$ cat src/hdl/hhdf_pkg.sv
// ----------------------------------------------------------------------------
// hhdf_pkg
// Types, constants and helper functions shared by the hex header deframer.
// ----------------------------------------------------------------------------
package hhdf_pkg;

  localparam int unsigned LenW = 24;
  localparam int unsigned CmdW = 8;
  localparam int unsigned PosW = 4;

  // header byte positions
  localparam logic [PosW-1:0] POS_LEN_FIRST = 4'd0;
  localparam logic [PosW-1:0] POS_LEN_LAST  = 4'd5;
  localparam logic [PosW-1:0] POS_CMD_FIRST = 4'd7;
  localparam logic [PosW-1:0] POS_CMD_LAST  = 4'd8;
  localparam logic [PosW-1:0] POS_HDR_LAST  = 4'd9;

  localparam logic [7:0] CHAR_SPACE = 8'h20;

  // field parse phase
  typedef enum logic [2:0] {
    PH_SKIP  = 3'b001,
    PH_DIGIT = 3'b010,
    PH_DONE  = 3'b100
  } phase_t;

  typedef struct packed {
    logic [7:0]      data_byte;
    logic [CmdW-1:0] command;
    logic            has_data;
    logic            last;
  } result_t;

  typedef struct packed {
    logic       valid;
    logic [3:0] value;
  } hex_digit_t;

  function automatic hex_digit_t hex_decode(input logic [7:0] c);
    hex_digit_t h;
    h.valid = 1'b1;
    h.value = 4'd0;
    if (c >= 8'h30 && c <= 8'h39) begin
      h.value = c[3:0];
    end else if ((c >= 8'h61 && c <= 8'h66) || (c >= 8'h41 && c <= 8'h46)) begin
      // letters a-f / A-F: low nibble 1..6 maps to 10..15
      h.value = c[3:0] + 4'd9;
    end else begin
      h.valid = 1'b0;
    end
    return h;
  endfunction

endpackage

$ cat src/hdl/hhdf_core.sv
// ----------------------------------------------------------------------------
// hhdf_core
// Header parser and payload counter; turns one byte into at most one result.
// ----------------------------------------------------------------------------
module hhdf_core (
  input  logic                    clk,
  input  logic                    rst_n,
  input  logic                    step,
  input  logic [7:0]              rx_byte,
  output logic                    res_valid,
  output hhdf_pkg::result_t       res
);

  logic [hhdf_pkg::PosW-1:0] pos_r, pos_nxt;
  logic [hhdf_pkg::LenW-1:0] len_r, len_nxt;
  logic [hhdf_pkg::CmdW-1:0] cmd_r, cmd_nxt;
  hhdf_pkg::phase_t          phase_r, phase_nxt;
  logic                      payload_r, payload_nxt;
  logic [hhdf_pkg::LenW-1:0] rem_r, rem_nxt;

  hhdf_pkg::hex_digit_t      digit;
  hhdf_pkg::phase_t          phase_base;
  hhdf_pkg::phase_t          phase_fld;
  logic                      shift_in;
  logic [hhdf_pkg::LenW-1:0] len_base;
  logic [hhdf_pkg::CmdW-1:0] cmd_base;
  logic                      in_len_fld;
  logic                      in_cmd_fld;

  assign digit      = hhdf_pkg::hex_decode(rx_byte);
  assign in_len_fld = (pos_r <= hhdf_pkg::POS_LEN_LAST);
  assign in_cmd_fld = (pos_r == hhdf_pkg::POS_CMD_FIRST) ||
                      (pos_r == hhdf_pkg::POS_CMD_LAST);

  // field starts restart accumulator and phase
  always_comb begin
    phase_base = phase_r;
    len_base   = len_r;
    cmd_base   = cmd_r;
    if (pos_r == hhdf_pkg::POS_LEN_FIRST) begin
      phase_base = hhdf_pkg::PH_SKIP;
      len_base   = '0;
    end else if (pos_r == hhdf_pkg::POS_CMD_FIRST) begin
      phase_base = hhdf_pkg::PH_SKIP;
      cmd_base   = '0;
    end
  end

  // per-field scanner: skip leading spaces, gather hex digits, stop on anything else
  always_comb begin
    shift_in  = 1'b0;
    phase_fld = phase_base;
    if (phase_base == hhdf_pkg::PH_SKIP && rx_byte == hhdf_pkg::CHAR_SPACE) begin
      phase_fld = phase_base;
    end else if (phase_base != hhdf_pkg::PH_DONE && digit.valid) begin
      phase_fld = hhdf_pkg::PH_DIGIT;
      shift_in  = 1'b1;
    end else begin
      phase_fld = hhdf_pkg::PH_DONE;
    end
  end

  always_comb begin
    pos_nxt     = pos_r;
    len_nxt     = len_r;
    cmd_nxt     = cmd_r;
    phase_nxt   = phase_r;
    payload_nxt = payload_r;
    rem_nxt     = rem_r;
    res_valid   = 1'b0;
    res         = '0;
    if (step) begin
      if (payload_r) begin
        res_valid     = 1'b1;
        res.data_byte = rx_byte;
        res.command   = cmd_r;
        res.has_data  = 1'b1;
        res.last      = (rem_r == hhdf_pkg::LenW'(1));
        rem_nxt       = rem_r - hhdf_pkg::LenW'(1);
        if (rem_nxt == '0) begin
          payload_nxt = 1'b0;
        end
      end else begin
        len_nxt   = len_base;
        cmd_nxt   = cmd_base;
        phase_nxt = phase_base;
        if (in_len_fld) begin
          phase_nxt = phase_fld;
          if (shift_in) begin
            len_nxt = {len_base[hhdf_pkg::LenW-5:0], digit.value};
          end
        end else if (in_cmd_fld) begin
          phase_nxt = phase_fld;
          if (shift_in) begin
            cmd_nxt = {cmd_base[hhdf_pkg::CmdW-5:0], digit.value};
          end
        end
        if (pos_r != hhdf_pkg::POS_HDR_LAST) begin
          pos_nxt = pos_r + hhdf_pkg::PosW'(1);
        end else begin
          pos_nxt = '0;
          rem_nxt = len_nxt;
          if (len_nxt != '0) begin
            payload_nxt = 1'b1;
          end else begin
            // empty message marker
            res_valid   = 1'b1;
            res.command = cmd_nxt;
            res.last    = 1'b1;
          end
        end
      end
    end
  end

  always_ff @(posedge clk) begin
    if (!rst_n) begin
      pos_r     <= '0;
      len_r     <= '0;
      cmd_r     <= '0;
      phase_r   <= hhdf_pkg::PH_SKIP;
      payload_r <= 1'b0;
      rem_r     <= '0;
    end else begin
      pos_r     <= pos_nxt;
      len_r     <= len_nxt;
      cmd_r     <= cmd_nxt;
      phase_r   <= phase_nxt;
      payload_r <= payload_nxt;
      rem_r     <= rem_nxt;
    end
  end

endmodule

$ cat src/hdl/hex_header_message_deframer_unit.sv
// ----------------------------------------------------------------------------
// hex_header_message_deframer_unit
// Splits a byte stream into messages with ten-byte hex ASCII headers.
// ----------------------------------------------------------------------------
// Takes one byte per transfer and accepts a byte every clock cycle while not
// stalled. A byte is held in an input register, parsed by combinational logic
// and its result, if any, lands in an output register. Header bytes give no
// output; each payload byte gives one transfer with tuser high, and a
// zero-length message gives a single transfer with tuser low and data zero.
// tlast marks the final transfer of a message. Backpressure on the output
// stalls the input only while the output register is full and not being
// taken.
module hex_header_message_deframer_unit (
  input  logic        clk,
  input  logic        rst_n,
  input  logic        in_tvalid,
  output logic        in_tready,
  input  logic [7:0]  in_tdata,   // [7:0] rx_byte
  output logic        out_tvalid,
  input  logic        out_tready,
  output logic [15:0] out_tdata,  // [7:0] data_byte, [15:8] command
  output logic        out_tuser,  // has_data
  output logic        out_tlast
);

  logic               in_valid_r;
  logic [7:0]         in_byte_r;
  logic               out_valid_r, out_valid_nxt;
  hhdf_pkg::result_t  out_res_r;
  logic               advance;
  logic               step;
  logic               res_valid;
  hhdf_pkg::result_t  res;

  assign advance   = !out_valid_r || out_tready;
  assign step      = in_valid_r && advance;
  assign in_tready = !in_valid_r || advance;

  hhdf_core u_core (
    .clk       (clk),
    .rst_n     (rst_n),
    .step      (step),
    .rx_byte   (in_byte_r),
    .res_valid (res_valid),
    .res       (res)
  );

  always_comb begin
    out_valid_nxt = out_valid_r;
    if (advance) begin
      out_valid_nxt = res_valid;
    end
  end

  always_ff @(posedge clk) begin
    if (!rst_n) begin
      in_valid_r  <= 1'b0;
      out_valid_r <= 1'b0;
    end else begin
      if (in_tready) begin
        in_valid_r <= in_tvalid;
      end
      out_valid_r <= out_valid_nxt;
    end
  end

  always_ff @(posedge clk) begin
    if (in_tvalid && in_tready) begin
      in_byte_r <= in_tdata;
    end
    if (advance && res_valid) begin
      out_res_r <= res;
    end
  end

  assign out_tvalid = out_valid_r;
  assign out_tdata  = {out_res_r.command, out_res_r.data_byte};
  assign out_tuser  = out_res_r.has_data;
  assign out_tlast  = out_res_r.last;

endmodule
$ cat config.mk
export PLATFORM = sky130hd
export DESIGN_NAME = hex_header_message_deframer_unit
export DESIGN_NICKNAME = d
export VERILOG_FILES = /design/src/hdl/hhdf_pkg.sv /design/src/hdl/hhdf_core.sv /design/src/hdl/hex_header_message_deframer_unit.sv
export SDC_FILE = /design/constraint.sdc
export NUM_CORES = 1
export LEC_CHECK = 0
export BUFFER_PORTS_ARGS = -buffer_cell sky130_fd_sc_hd__buf_4
export CAP_MARGIN = 20
export CORE_MARGIN = 1
export CORE_UTILIZATION = 45
export DETAILED_ROUTE_END_ITERATION = 8
export PLACE_DENSITY_LB_ADDON = 0.2
export SETUP_SLACK_MARGIN = 0.15
export SYNTH_ARGS = -nofsm -noshare
export SYNTH_HDL_FRONTEND = slang
export SYNTH_SLANG_ARGS = --single-unit
$ cat constraint.sdc
create_clock -name clk -period 4.5 [get_ports clk]
set_clock_uncertainty 0.15 [all_clocks]
set_input_delay 0.9 -clock clk [delete_from_list [all_inputs] [get_ports clk]]
set_output_delay 0.9 -clock clk [all_outputs]
set_load 0.005 [all_outputs]
==> impl_metrics.yaml, run 1 <==
run_status:
  outcome: "complete, no violations"
worst_hold_path:
  hold_path_end: "u_core.rem_r[9]"
  min-delay-start: "u_core.rem_r[9]"
  hp-class: "reg2reg"
  hold_path_depth: 2
timing:
  setup_viol: 0
  max_slew.worst_pin.slew_ns: 0.858
  grt_setup_unrepaired: "false"
  min_period_ns: 3.98
  hold_slack_ns: 0.334
  maxSlewHeadroom: 0.423
  drv_slew: 0
  hold_viol_final: 0
  finalCritPeriodShare: 0.885
  fin_setup_tns_ns: 0
  maxClockFrequency_mhz: 251
layout:
  final_common_cell: "nand2_1"
  final_cell_mix: "74 x nand2_1, 66 x dfxtp_1, 44 x o21ai_0, 41 x buf_4, 39 x a21oi_1"
  num-fill-cells: 1062
  layout-drive-gt1-share: 0.121
  diodes: 0
  area_growth_pct: 11.2
  nets: 639
synthesis:
  synth_top_area_cell: "dfxtp_1"
  ys_warn_count: 0
  async_reset_ff_frac: 0
  synthTopCellsByArea: "dfxtp_1 25%, edfxtp_1 15%, nand2_1 5.3%, o21ai_0 4.2%, nor2b_1 4.1%"
  syn_area_um2: 5210
  postSynthCellCount: 611
  synth_seq_cells: 92
  seq_area_frac_synth: 0.404
  ys_types: 72
  netlist.area_leader.share: 0.254
  syn_avg_cell_area_um2: 8.52
  synth_ff_type: "dfxtp_1"
  synth_edf_count: 26
  syn_nets: 629
placement:
  gp_congestion: 0.947
  dp_hpwl_mm: 9.37
  port_buffers: 31
worst_setup_path:
  critical_path_class: "reg2reg"
  reg2reg_depth: 8
  worstSetupEndpointType: "register"
  r2r_end: "out_tlast"
  cp_max_fo: 19
  arrival_ns: 4.05
  reg2reg_from: "u_core.pos_r[1]"
  rrSetupSlack_ns: 0.52
  cp.required_ns: 4.56
  critPathLaunchType: "register"
routing:
  via_count: 4698
  routed_wl_mm: 13.6
  detail-route-antenna-nets: 0
  wl_met3_um: 852
  met2_wirelength_mm: 6.10
  top_layer_used: "met4"
  wl_met1_mm: 6.47
  drc: 0
  post_drt_wl_per_cell_um: 17.8
  vias_per_cell: 6.13
  drtIter0Drc: 415
  drtPass1Iterations: 5
power_and_ir_drop:
  internal_power_uw: 1270
  ir_drop_v: 0.000254
  p_seq_frac: 0.522
  swShare: 0.241
  clock_power_share: 0.414
  p_leak_uw: 0.00209
  power.total_uw: 1670
  power_density_nw_per_um2: 289
  pwr-share-comb: 0.064
  p_switching_uw: 404
clock_tree:
  clk_path_buf_depth: 2
  cts_sinks: 92
  clk_latency_ns: 0.35
  cts.htree.levels: 3
  cts_root_buf: "clkbuf_16"
  post_cts_buffers: 0
  tritoncts: "yes"
  cts.reportedPaths.clkPinSlew_ns: 0.07
  cts_inserted_buffers: 9
  ctsResizeCount: 0
  cts_hold_buf: 0
global_routing:
  grt_pass1_wl_mm: 22.2
  grt_max_degree: 70
  grt.total_usage: 0.242
  antenna_found_initial: 0
  grt.overflow.total: 0
  grt_pass1_vias: 4284
floorplan:
  dieWidth_um: 110
  num_rows: 38
  io_pins: 32
  coreArea_um2: 11100
  fp.dieH_um: 110
  die-area_um2: 12000
  initial_utilization: 0.470
run:
  drv_cap: 0
==> power by group through the flow <==
stage / sequential [uW] / clock [uW] / combinational (uW)
finish: 873 / 693 / 107
global route: 874 / 742 / 117
CTS: 872 / 707 / 106
detailed placement: 891 / 0 / 106
global placement: 890 / 0 / 105
floorplan: 883 / 0 / 80.9
==> registers in the layout, indices dropped and copies added (netlist names), 3 cells and up <==
| register | count |
|---|---|
| u_core.len_r | 24 |
| u_core.phase_r | 3 |
| out_tdata | 16 |
| u_core.cmd_r | 8 |
| u_core.rem_r | 24 |
| u_core.pos_r | 4 |
| in_byte_r | 8 |
==> routing by layer <==
metal  track usage  vias up
met4        0.0771        0
met3        0.0563       16
met5             0        -
met1         0.340     2258
li1              -     2278
met2         0.366      146
==> worst max-delay path by stage <==
stage                    start         to
2_1_floorplan     in_byte_r[0]  out_tlast
3_3_place_gp   u_core.pos_r[1]  out_tlast
3_5_place_dp   u_core.pos_r[3]  out_tlast
4_1_cts        u_core.pos_r[1]  out_tlast
5_1_grt        u_core.pos_r[3]  out_tlast
6_report       u_core.pos_r[1]  out_tlast
==> worst max-delay path, cell delays in order (launching register included) <==
cell and delay (ns):
dfxtp_1 0.45, or4_4 0.63, a221o_1 0.37, a21oi_1 0.17, buf_4 0.22, mux2_2 0.39
o41ai_4 0.46, and2_1 0.73, a21boi_2 0.26
==> cell type report <==
cell class / instances / area [um^2] / area share
clock buffer: 9 / 225 / 0.0389
multi-input combinational: 466 / 2890 / 0.500
tap: 140 / 175 / 0.0303
sequential: 92 / 2100 / 0.363
clock inverter: 7 / 42.5 / 0.00735
inverter: 11 / 41.3 / 0.00714
timing repair buffer: 41 / 308 / 0.0532
==> per-stage QoR <==
| stage | area (um^2) | cells | util | setup slack (ns) |
|---|---|---|---|---|
| CTS | 5790 | 766 | 0.522 | 0.527 |
| global route | 5790 | 766 | 0.522 | 0.230 |
| floorplan | 5210 | 611 | - | 1.16 |
| detailed placement | 5520 | 750 | 0.498 | 0.546 |
| finish | 5790 | 766 | 0.522 | 0.518 |
| global placement | 5520 | 750 | 0.498 | 0.590 |
==> synth_stat cells (all sizes together) (5+ instances only) <==
cell type,number
a32o,8
and3,18
xnor2,5
nor2b,34
edfxtp,26
a31oi,8
o21a,5
nor2,32
nor3b,5
and2,8
clkbuf,35
a21boi,9
o21ai,46
dfxtp,66
a21oi,39
nor4,7
buf,7
a211oi,5
inv,11
a22oi,23
ha,6
o22ai,9
nor3,19
nand3,21
nand2,74
nand2b,9
or3,9
mux2i,12
==> cell families after synthesis <==
| logic type | Yosys count | share of synthesized area |
|---|---|---|
| and+or+nand+nor | 263 | 0.273 |
| AOI/OAI and AO/OA | 179 | 0.235 |
| DFF | 92 | 0.404 |
| buffers and inverters | 53 | 0.0406 |
| muxes | 13 | 0.0252 |
| adders and majority gates | 6 | 0.0144 |
| xor gates and xnor gates | 5 | 0.00841 |
Power figures use the tool's default switching activity.
==> run 2, diff against run 1 <==
--- a/config.mk
+++ b/config.mk
@@ -5,9 +5,9 @@
 export SDC_FILE = /design/constraint.sdc
 export NUM_CORES = 1
 export LEC_CHECK = 0
+export ABC_AREA = 1
 export BUFFER_PORTS_ARGS = -buffer_cell sky130_fd_sc_hd__buf_4
 export CAP_MARGIN = 20
-export CORE_MARGIN = 1
 export CORE_UTILIZATION = 45
 export DETAILED_ROUTE_END_ITERATION = 8
 export PLACE_DENSITY_LB_ADDON = 0.2
==> run 2 against run 1 <==
  * Synthesized cell count rose by 26%
  * Largest power group unchanged
  * Critical path depth grew 8
  * Cell count increased by 21%
  * Synthesized area increased by 1.9%
  * Critical endpoint is now out_tdata[15]
  * Flip-flop and latch count unchanged
==> impl_metrics.yaml, run 2 <==
routing:
  drtIter0Drc: 432
  drc: 0
  vias_per_cell: 5.40
  drtPass1Iterations: 7
  post_drt_wl_per_cell_um: 14.4
  via_count: 5020
  detail-route-antenna-nets: 0
  routed_wl_mm: 13.4
placement:
  placed_cell_area_um2: 5600
  gp_congestion: 0.859
  dp_hpwl_mm: 9.53
  dp_slack_ns: 0.954
  port_buffers: 31
  place_inst: 913
layout:
  diodes: 0
  seqCellArea_um2: 2100
  multi_input_area_um2: 2590
  area_growth_pct: 11.5
  instances_no_fill: 929
  layout-drive-gt1-share: 0.0865
  final_common_cell: "nand2_1"
  nets: 799
  num-fill-cells: 1130
  fin_area_um2: 5910
  final_cell_mix: "163 x nand2_1, 110 x inv_1, 99 x nor2_1, 66 x dfxtp_1, 55 x a21oi_1"
  fin_util: 0.516
floorplan:
  coreArea_um2: 11500
  dieWidth_um: 111
  num_rows: 39
  io_pins: 32
  initial_utilization: 0.463
  fp.dieH_um: 111
  die-area_um2: 12200
synthesis:
  synth_edf_count: 26
  synth_top_area_cell: "dfxtp_1"
  synth_ff_type: "dfxtp_1"
  syn_nets: 787
  ys_warn_count: 0
  syn_area_um2: 5310
  seq_area_frac_synth: 0.396
  ys_types: 39
  synth_seq_cells: 92
  async_reset_ff_frac: 0
  synth.top_cells.by_count: "163 x nand2_1, 111 x inv_1, 99 x nor2_1"
  syn_avg_cell_area_um2: 6.90
  postSynthCellCount: 769
  yosysMostFrequentCell: "nand2_1"
  netlist.area_leader.share: 0.249
  synthTopCellsByArea: "dfxtp_1 25%, edfxtp_1 15%, nand2_1 12%, inv_1 7.9%, nor2_1 7.0%"
clock_tree:
  cts.htree.levels: 3
  cts_hold_buf: 0
  tritoncts: "yes"
  cts_inserted_buffers: 9
  cts.reportedPaths.clkPinSlew_ns: 0.07
  post_cts_buffers: 0
  ctsResizeCount: 0
  clk_latency_ns: 0.35
  cts_sinks: 92
  clk_path_buf_depth: 2
  cts_root_buf: "clkbuf_16"
timing:
  hold_viol_final: 0
  grt_setup_unrepaired: "false"
  drv_slew: 0
  worst_slack_ns: 0.946
  maxSlewHeadroom: 0.518
  fin_setup_tns_ns: 0
  min_period_ns: 3.55
  finalCritPeriodShare: 0.790
  max_slew.worst_pin.slew_ns: 0.722
  setup_viol: 0
  maxClockFrequency_mhz: 281
run_status:
  outcome: "complete, no violations"
global_routing:
  grt_max_degree: 65
  grt_pass1_vias: 4720
  grt.overflow.total: 0
  grt.total_usage: 0.228
  grt_pass1_wl_mm: 22.6
  antenna_found_initial: 1
power_and_ir_drop:
  ir_drop_v: 0.000178
  power_density_nw_per_um2: 314
  clock_power_share: 0.430
  pwr-share-comb: 0.090
  swShare: 0.240
  p_seq_frac: 0.480
  p_leak_uw: 0.00272
  internal_power_uw: 1410
  p_switching_uw: 446
worst_setup_path:
  critical_path_class: "reg2reg"
  reg2reg_from: "in_byte_r[0]"
  reg2reg_depth: 16
  cp.required_ns: 4.38
  arrival_ns: 3.44
  r2r_end: "out_tdata[15]"
  rrSetupSlack_ns: 0.95
  critPathLaunchType: "register"
  cp_max_fo: 29
  worstSetupEndpointType: "register"
  worstSetupEndpoint: "out_tdata[15]"
  startpoint: "in_byte_r[0]"
worst_hold_path:
  hp-class: "reg2reg"
  hold_path_depth: 2
run:
  drv_cap: 0
-- run 2: changes by cell type after synthesis, moves of 16 or more --
cell     before  now
inv_1        11  111
nand2_1      74  163
nor2_1       32   99
nor2b_1      34    0
nand3_1      21   46
a22oi_1      23    1
and3_1       18    0
nand4_1       4   22
a21oi_1      39   55
-- run 2: worst max-delay path: stages, from the launching register on --
cell,delay [ns]
edfxtp_1,0.44
inv_1,0.15
ha_1,0.21
o21ai_0,0.10
nand2_1,0.09
nand2_2,0.10
nand2_1,0.08
buf_4,0.22
nand3_2,0.47
nand2_1,0.17
o21ai_0,0.19
nor2_1,0.14
nand3_1,0.09
nor2_2,0.14
nand3_1,0.15
nand2_1,0.09
buf_4,0.26
-- run 2: stage by stage --
step | hold WS, ns | total power (uW)
after floorplan | 0.295 | 1030
after global placement | 0.310 | 1070
after detailed placement | 0.307 | 1080
after CTS | 0.317 | 1870
after global routing | 0.363 | 1930
final | 0.321 | 1860
-- run 2: layout make-up --
cell class                      instances  share of cell area
Sequential cell                        92               0.355
Clock inverter                          5              0.0131
Timing Repair Buffer                   41              0.0521
Multi-Input combinational cell        524               0.438
Clock buffer                           11              0.0394
Tap cell                              143              0.0303
Inverter                              113              0.0717
-- run 2: layer usage --
metal | share of wire | track usage | vias to the layer above
li1 | - | - | 2525
met1 | 0.47 | 0.320 | 2312
met2 | 0.44 | 0.339 | 148
met3 | 0.062 | 0.0450 | 33
met4 | 0.025 | 0.0978 | 2
met5 | 0.00067 | 0 | -
-- run 2: cells by family (layout without fill, tap and decap cells) --
group           after synthesis  count (layout)  synth area share
simple gates                354             354             0.289
buf+inv                     153             170             0.116
compound gates              146             146             0.155
flops                        92              92             0.396
xor+xnor                     18              18            0.0297
fa+ha+maj                     6               6            0.0142
-- run 2: power by group through the flow --
stage               Clock, uW  Sequential, uW  Combinational, uW
floorplan                   0             904                128
global placement            0             908                163
detailed placement          0             909                166
CTS                       815             891                167
global route              852             893                190
finish                    799             891                168
-- run 2: how the worst min path moves through the flow --
stage,from,end
CTS,u_core.rem_r[23],u_core.rem_r[23]
finish,u_core.rem_r[23],u_core.rem_r[23]
global route,u_core.rem_r[23],u_core.rem_r[23]
detailed placement,u_core.rem_r[23],u_core.rem_r[23]
floorplan,u_core.rem_r[23],u_core.rem_r[23]
global placement,u_core.rem_r[23],u_core.rem_r[23]
==> run 3, diff against run 2 <==
==> constraint.sdc (replaced) <==
create_clock -name clk -period 3.04 [get_ports clk]
set_clock_uncertainty 0.15 [all_clocks]
set_input_delay 0.608 -clock clk [delete_from_list [all_inputs] [get_ports clk]]
set_output_delay 0.608 -clock clk [all_outputs]
set_load 0.005 [all_outputs]
==> run 3 against run 2 <==
  * Core utilization is 3.6 points higher
  * Worst setup slack lost 0.80 ns
  * Combinational power grew 99%
  * Cell count up 3.2%
  * Fmax increased by 23%
  * Sequential power grew 48%
  * Total power rose by 45%
  * Count of clock-buffer cells in the layout unchanged
  * Critical path type unchanged
  * Largest cell class unchanged
  * Largest power group unchanged
  * Highest routed layer is now met4
==> impl_metrics.yaml, run 3 (same netlist as run 2, synthesis figures left out) <==
power_and_ir_drop:
  ir_drop_v: 0.000234
  power.total_uw: 2690
  p_switching_uw: 722
  swShare: 0.268
  pwr-share-comb: 0.124
  clock_power_share: 0.386
  p_leak_uw: 0.00291
  p_seq_frac: 0.490
  power_density_nw_per_um2: 426
  internal_power_uw: 1970
layout:
  diodes: 0
  final_cell_mix: "146 x nand2_1, 108 x inv_1, 97 x nor2_1, 66 x dfxtp_1, 63 x buf_4"
  num-fill-cells: 1080
  final_common_cell: "nand2_1"
  nets: 829
  layout-drive-gt1-share: 0.157
  fin_area_um2: 6320
  area_growth_pct: 19.2
worst_setup_path:
  arrival_ns: 2.82
  slowest_stage: "edfxtp_1"
  rrSetupSlack_ns: 0.15
  path_buf_inv: 3
  worstSetupEndpointType: "register"
  cp_max_fo: 5
  cp_cell_sequence: "inv_2, ha_4, o21ai_2, nand2_1, nand2_2, buf_4, nand2_1, nand2_1, nand2_1, o21ai_2, nor2_1, nand3_2, nor2_4, nand3_4, nand2_4, clkbuf_16"
  slowest_delay_ns: 0.47
  cp.required_ns: 2.96
  cp_top_family: "simple AND/OR/NAND/NOR gates"
  critical_path_class: "reg2reg"
  critPathLaunchType: "register"
  cpMostUsedCell: "nand2_1"
timing:
  setup_viol: 0
  maxClockFrequency_mhz: 346
  finalCritPeriodShare: 0.952
  max_slew.worst_pin.slew_ns: 0.726
  maxSlewHeadroom: 0.516
  grt_setup_unrepaired: "false"
  fin_setup_tns_ns: 0
  drv_slew: 0
  worst_slack_ns: 0.147
  min_period_ns: 2.89
  hold_viol_final: 0
clock_tree:
  cts.reportedPaths.clkPinSlew_ns: 0.07
  cts_hold_buf: 0
  tritoncts: "yes"
  clk_path_buf_depth: 2
  cts.htree.levels: 3
  cts_root_buf: "clkbuf_16"
  cts_sinks: 92
  clk_latency_ns: 0.36
  cts_inserted_buffers: 9
floorplan:
  num_rows: 39
  dieWidth_um: 111
  die-area_um2: 12200
  initial_utilization: 0.463
  io_pins: 32
  coreArea_um2: 11500
  fp.dieH_um: 111
routing:
  routed_wl_mm: 14.5
  vias_per_cell: 5.41
  post_drt_wl_per_cell_um: 15.1
  drtIter0Drc: 424
  drc: 0
  detail-route-antenna-nets: 0
  drtPass1Iterations: 5
  via_count: 5187
global_routing:
  met2_usage: 0.347
  met1_usage: 0.331
  grt.overflow.total: 0
  grt_pass1_wl_mm: 22.8
  grt_pass1_vias: 4732
  grt.total_usage: 0.233
  grt_max_degree: 56
  globalRouteMet3Util: 0.0346
  antenna_found_initial: 0
  grt-busiest-layer: "met2"
placement:
  dp_slack_ns: 0.0738
  gp_congestion: 0.906
  port_buffers: 31
  dp_hpwl_mm: 9.76
  placed_cell_area_um2: 5740
run:
  drv_cap: 0
run_status:
  outcome: "complete, no violations"
worst_hold_path:
  hp-class: "in2reg"
-- run 3: changes by cell type in the layout (fill, tap and decap cells not counted), moves of 3 or more --
cell and delta:
inv_2 +3, buf_4 +22, buf_12 +3, nor2_4 +3, o21ai_0 -5, o21ai_1 +3, nand2_2 +15, clkbuf_16 +3
nand2_1 -17, nand3_1 -3
-- run 3: final timing paths --
path,end,cells past startpoint,start
hold / removal,in_byte_r[3],1,in_tdata[3]
hold reg to reg,u_core.rem_r[23],2,u_core.rem_r[23]
setup reg to reg,out_tdata[11],16,in_byte_r[0]
setup / recovery,out_tdata[11],16,in_byte_r[0]
-- run 3: metrics by stage --
step,instances,util,hold slack [ns]
finish,959,0.552,0.272
detailed placement,926,0.501,0.312
CTS,944,0.526,0.267
global route,959,0.552,0.265
global placement,926,0.501,0.306
floorplan,769,-,0.295
-- run 3: layout make-up --
class,instances,area [um^2],share of cell area
flip-flops and latches,92,2100,0.332
repair buffers,71,631,0.0997
well taps,143,179,0.0283
multi-input cells,524,2730,0.431
clock buffers,11,233,0.0368
inverters,113,424,0.0671
clock inverters,5,31.3,0.00495
-- run 3: per-layer routing --
| metal | wire (um) | up-vias |
|---|---|---|
| li1 | - | 2585 |
| met1 | 6890 | 2426 |
| met2 | 6490 | 143 |
| met3 | 767 | 33 |
| met4 | 373 | 0 |
| met5 | 0 | - |
-- run 3: worst reg2reg max path, stage by stage (launching register included) --
cell       delay [ns]
edfxtp_1         0.47
inv_2            0.15
ha_4             0.15
o21ai_2          0.05
nand2_1          0.10
nand2_2          0.12
buf_4            0.17
nand2_1          0.08
nand2_1          0.07
nand2_1          0.15
o21ai_2          0.10
nor2_1           0.19
nand3_2          0.14
nor2_4           0.14
nand3_4          0.11
nand2_4          0.13
clkbuf_16        0.16
-- run 3: timing repair --
item                                    in CTS  in global routing
cloned                                       0                  5
setup buffers                                2                 10
resized for setup                            3                 39
pin swaps                                    2                 27
endpoints found under the setup margin      18                 27
-- run 3: power groups by stage --
stage	registers (uW)	clock network, uW	logic (uW)
final	1320	1040	334
after floorplan	1340	0	190
after CTS	1320	1060	274
after detailed placement	1350	0	267
after global routing	1320	1100	363
after global placement	1340	0	262
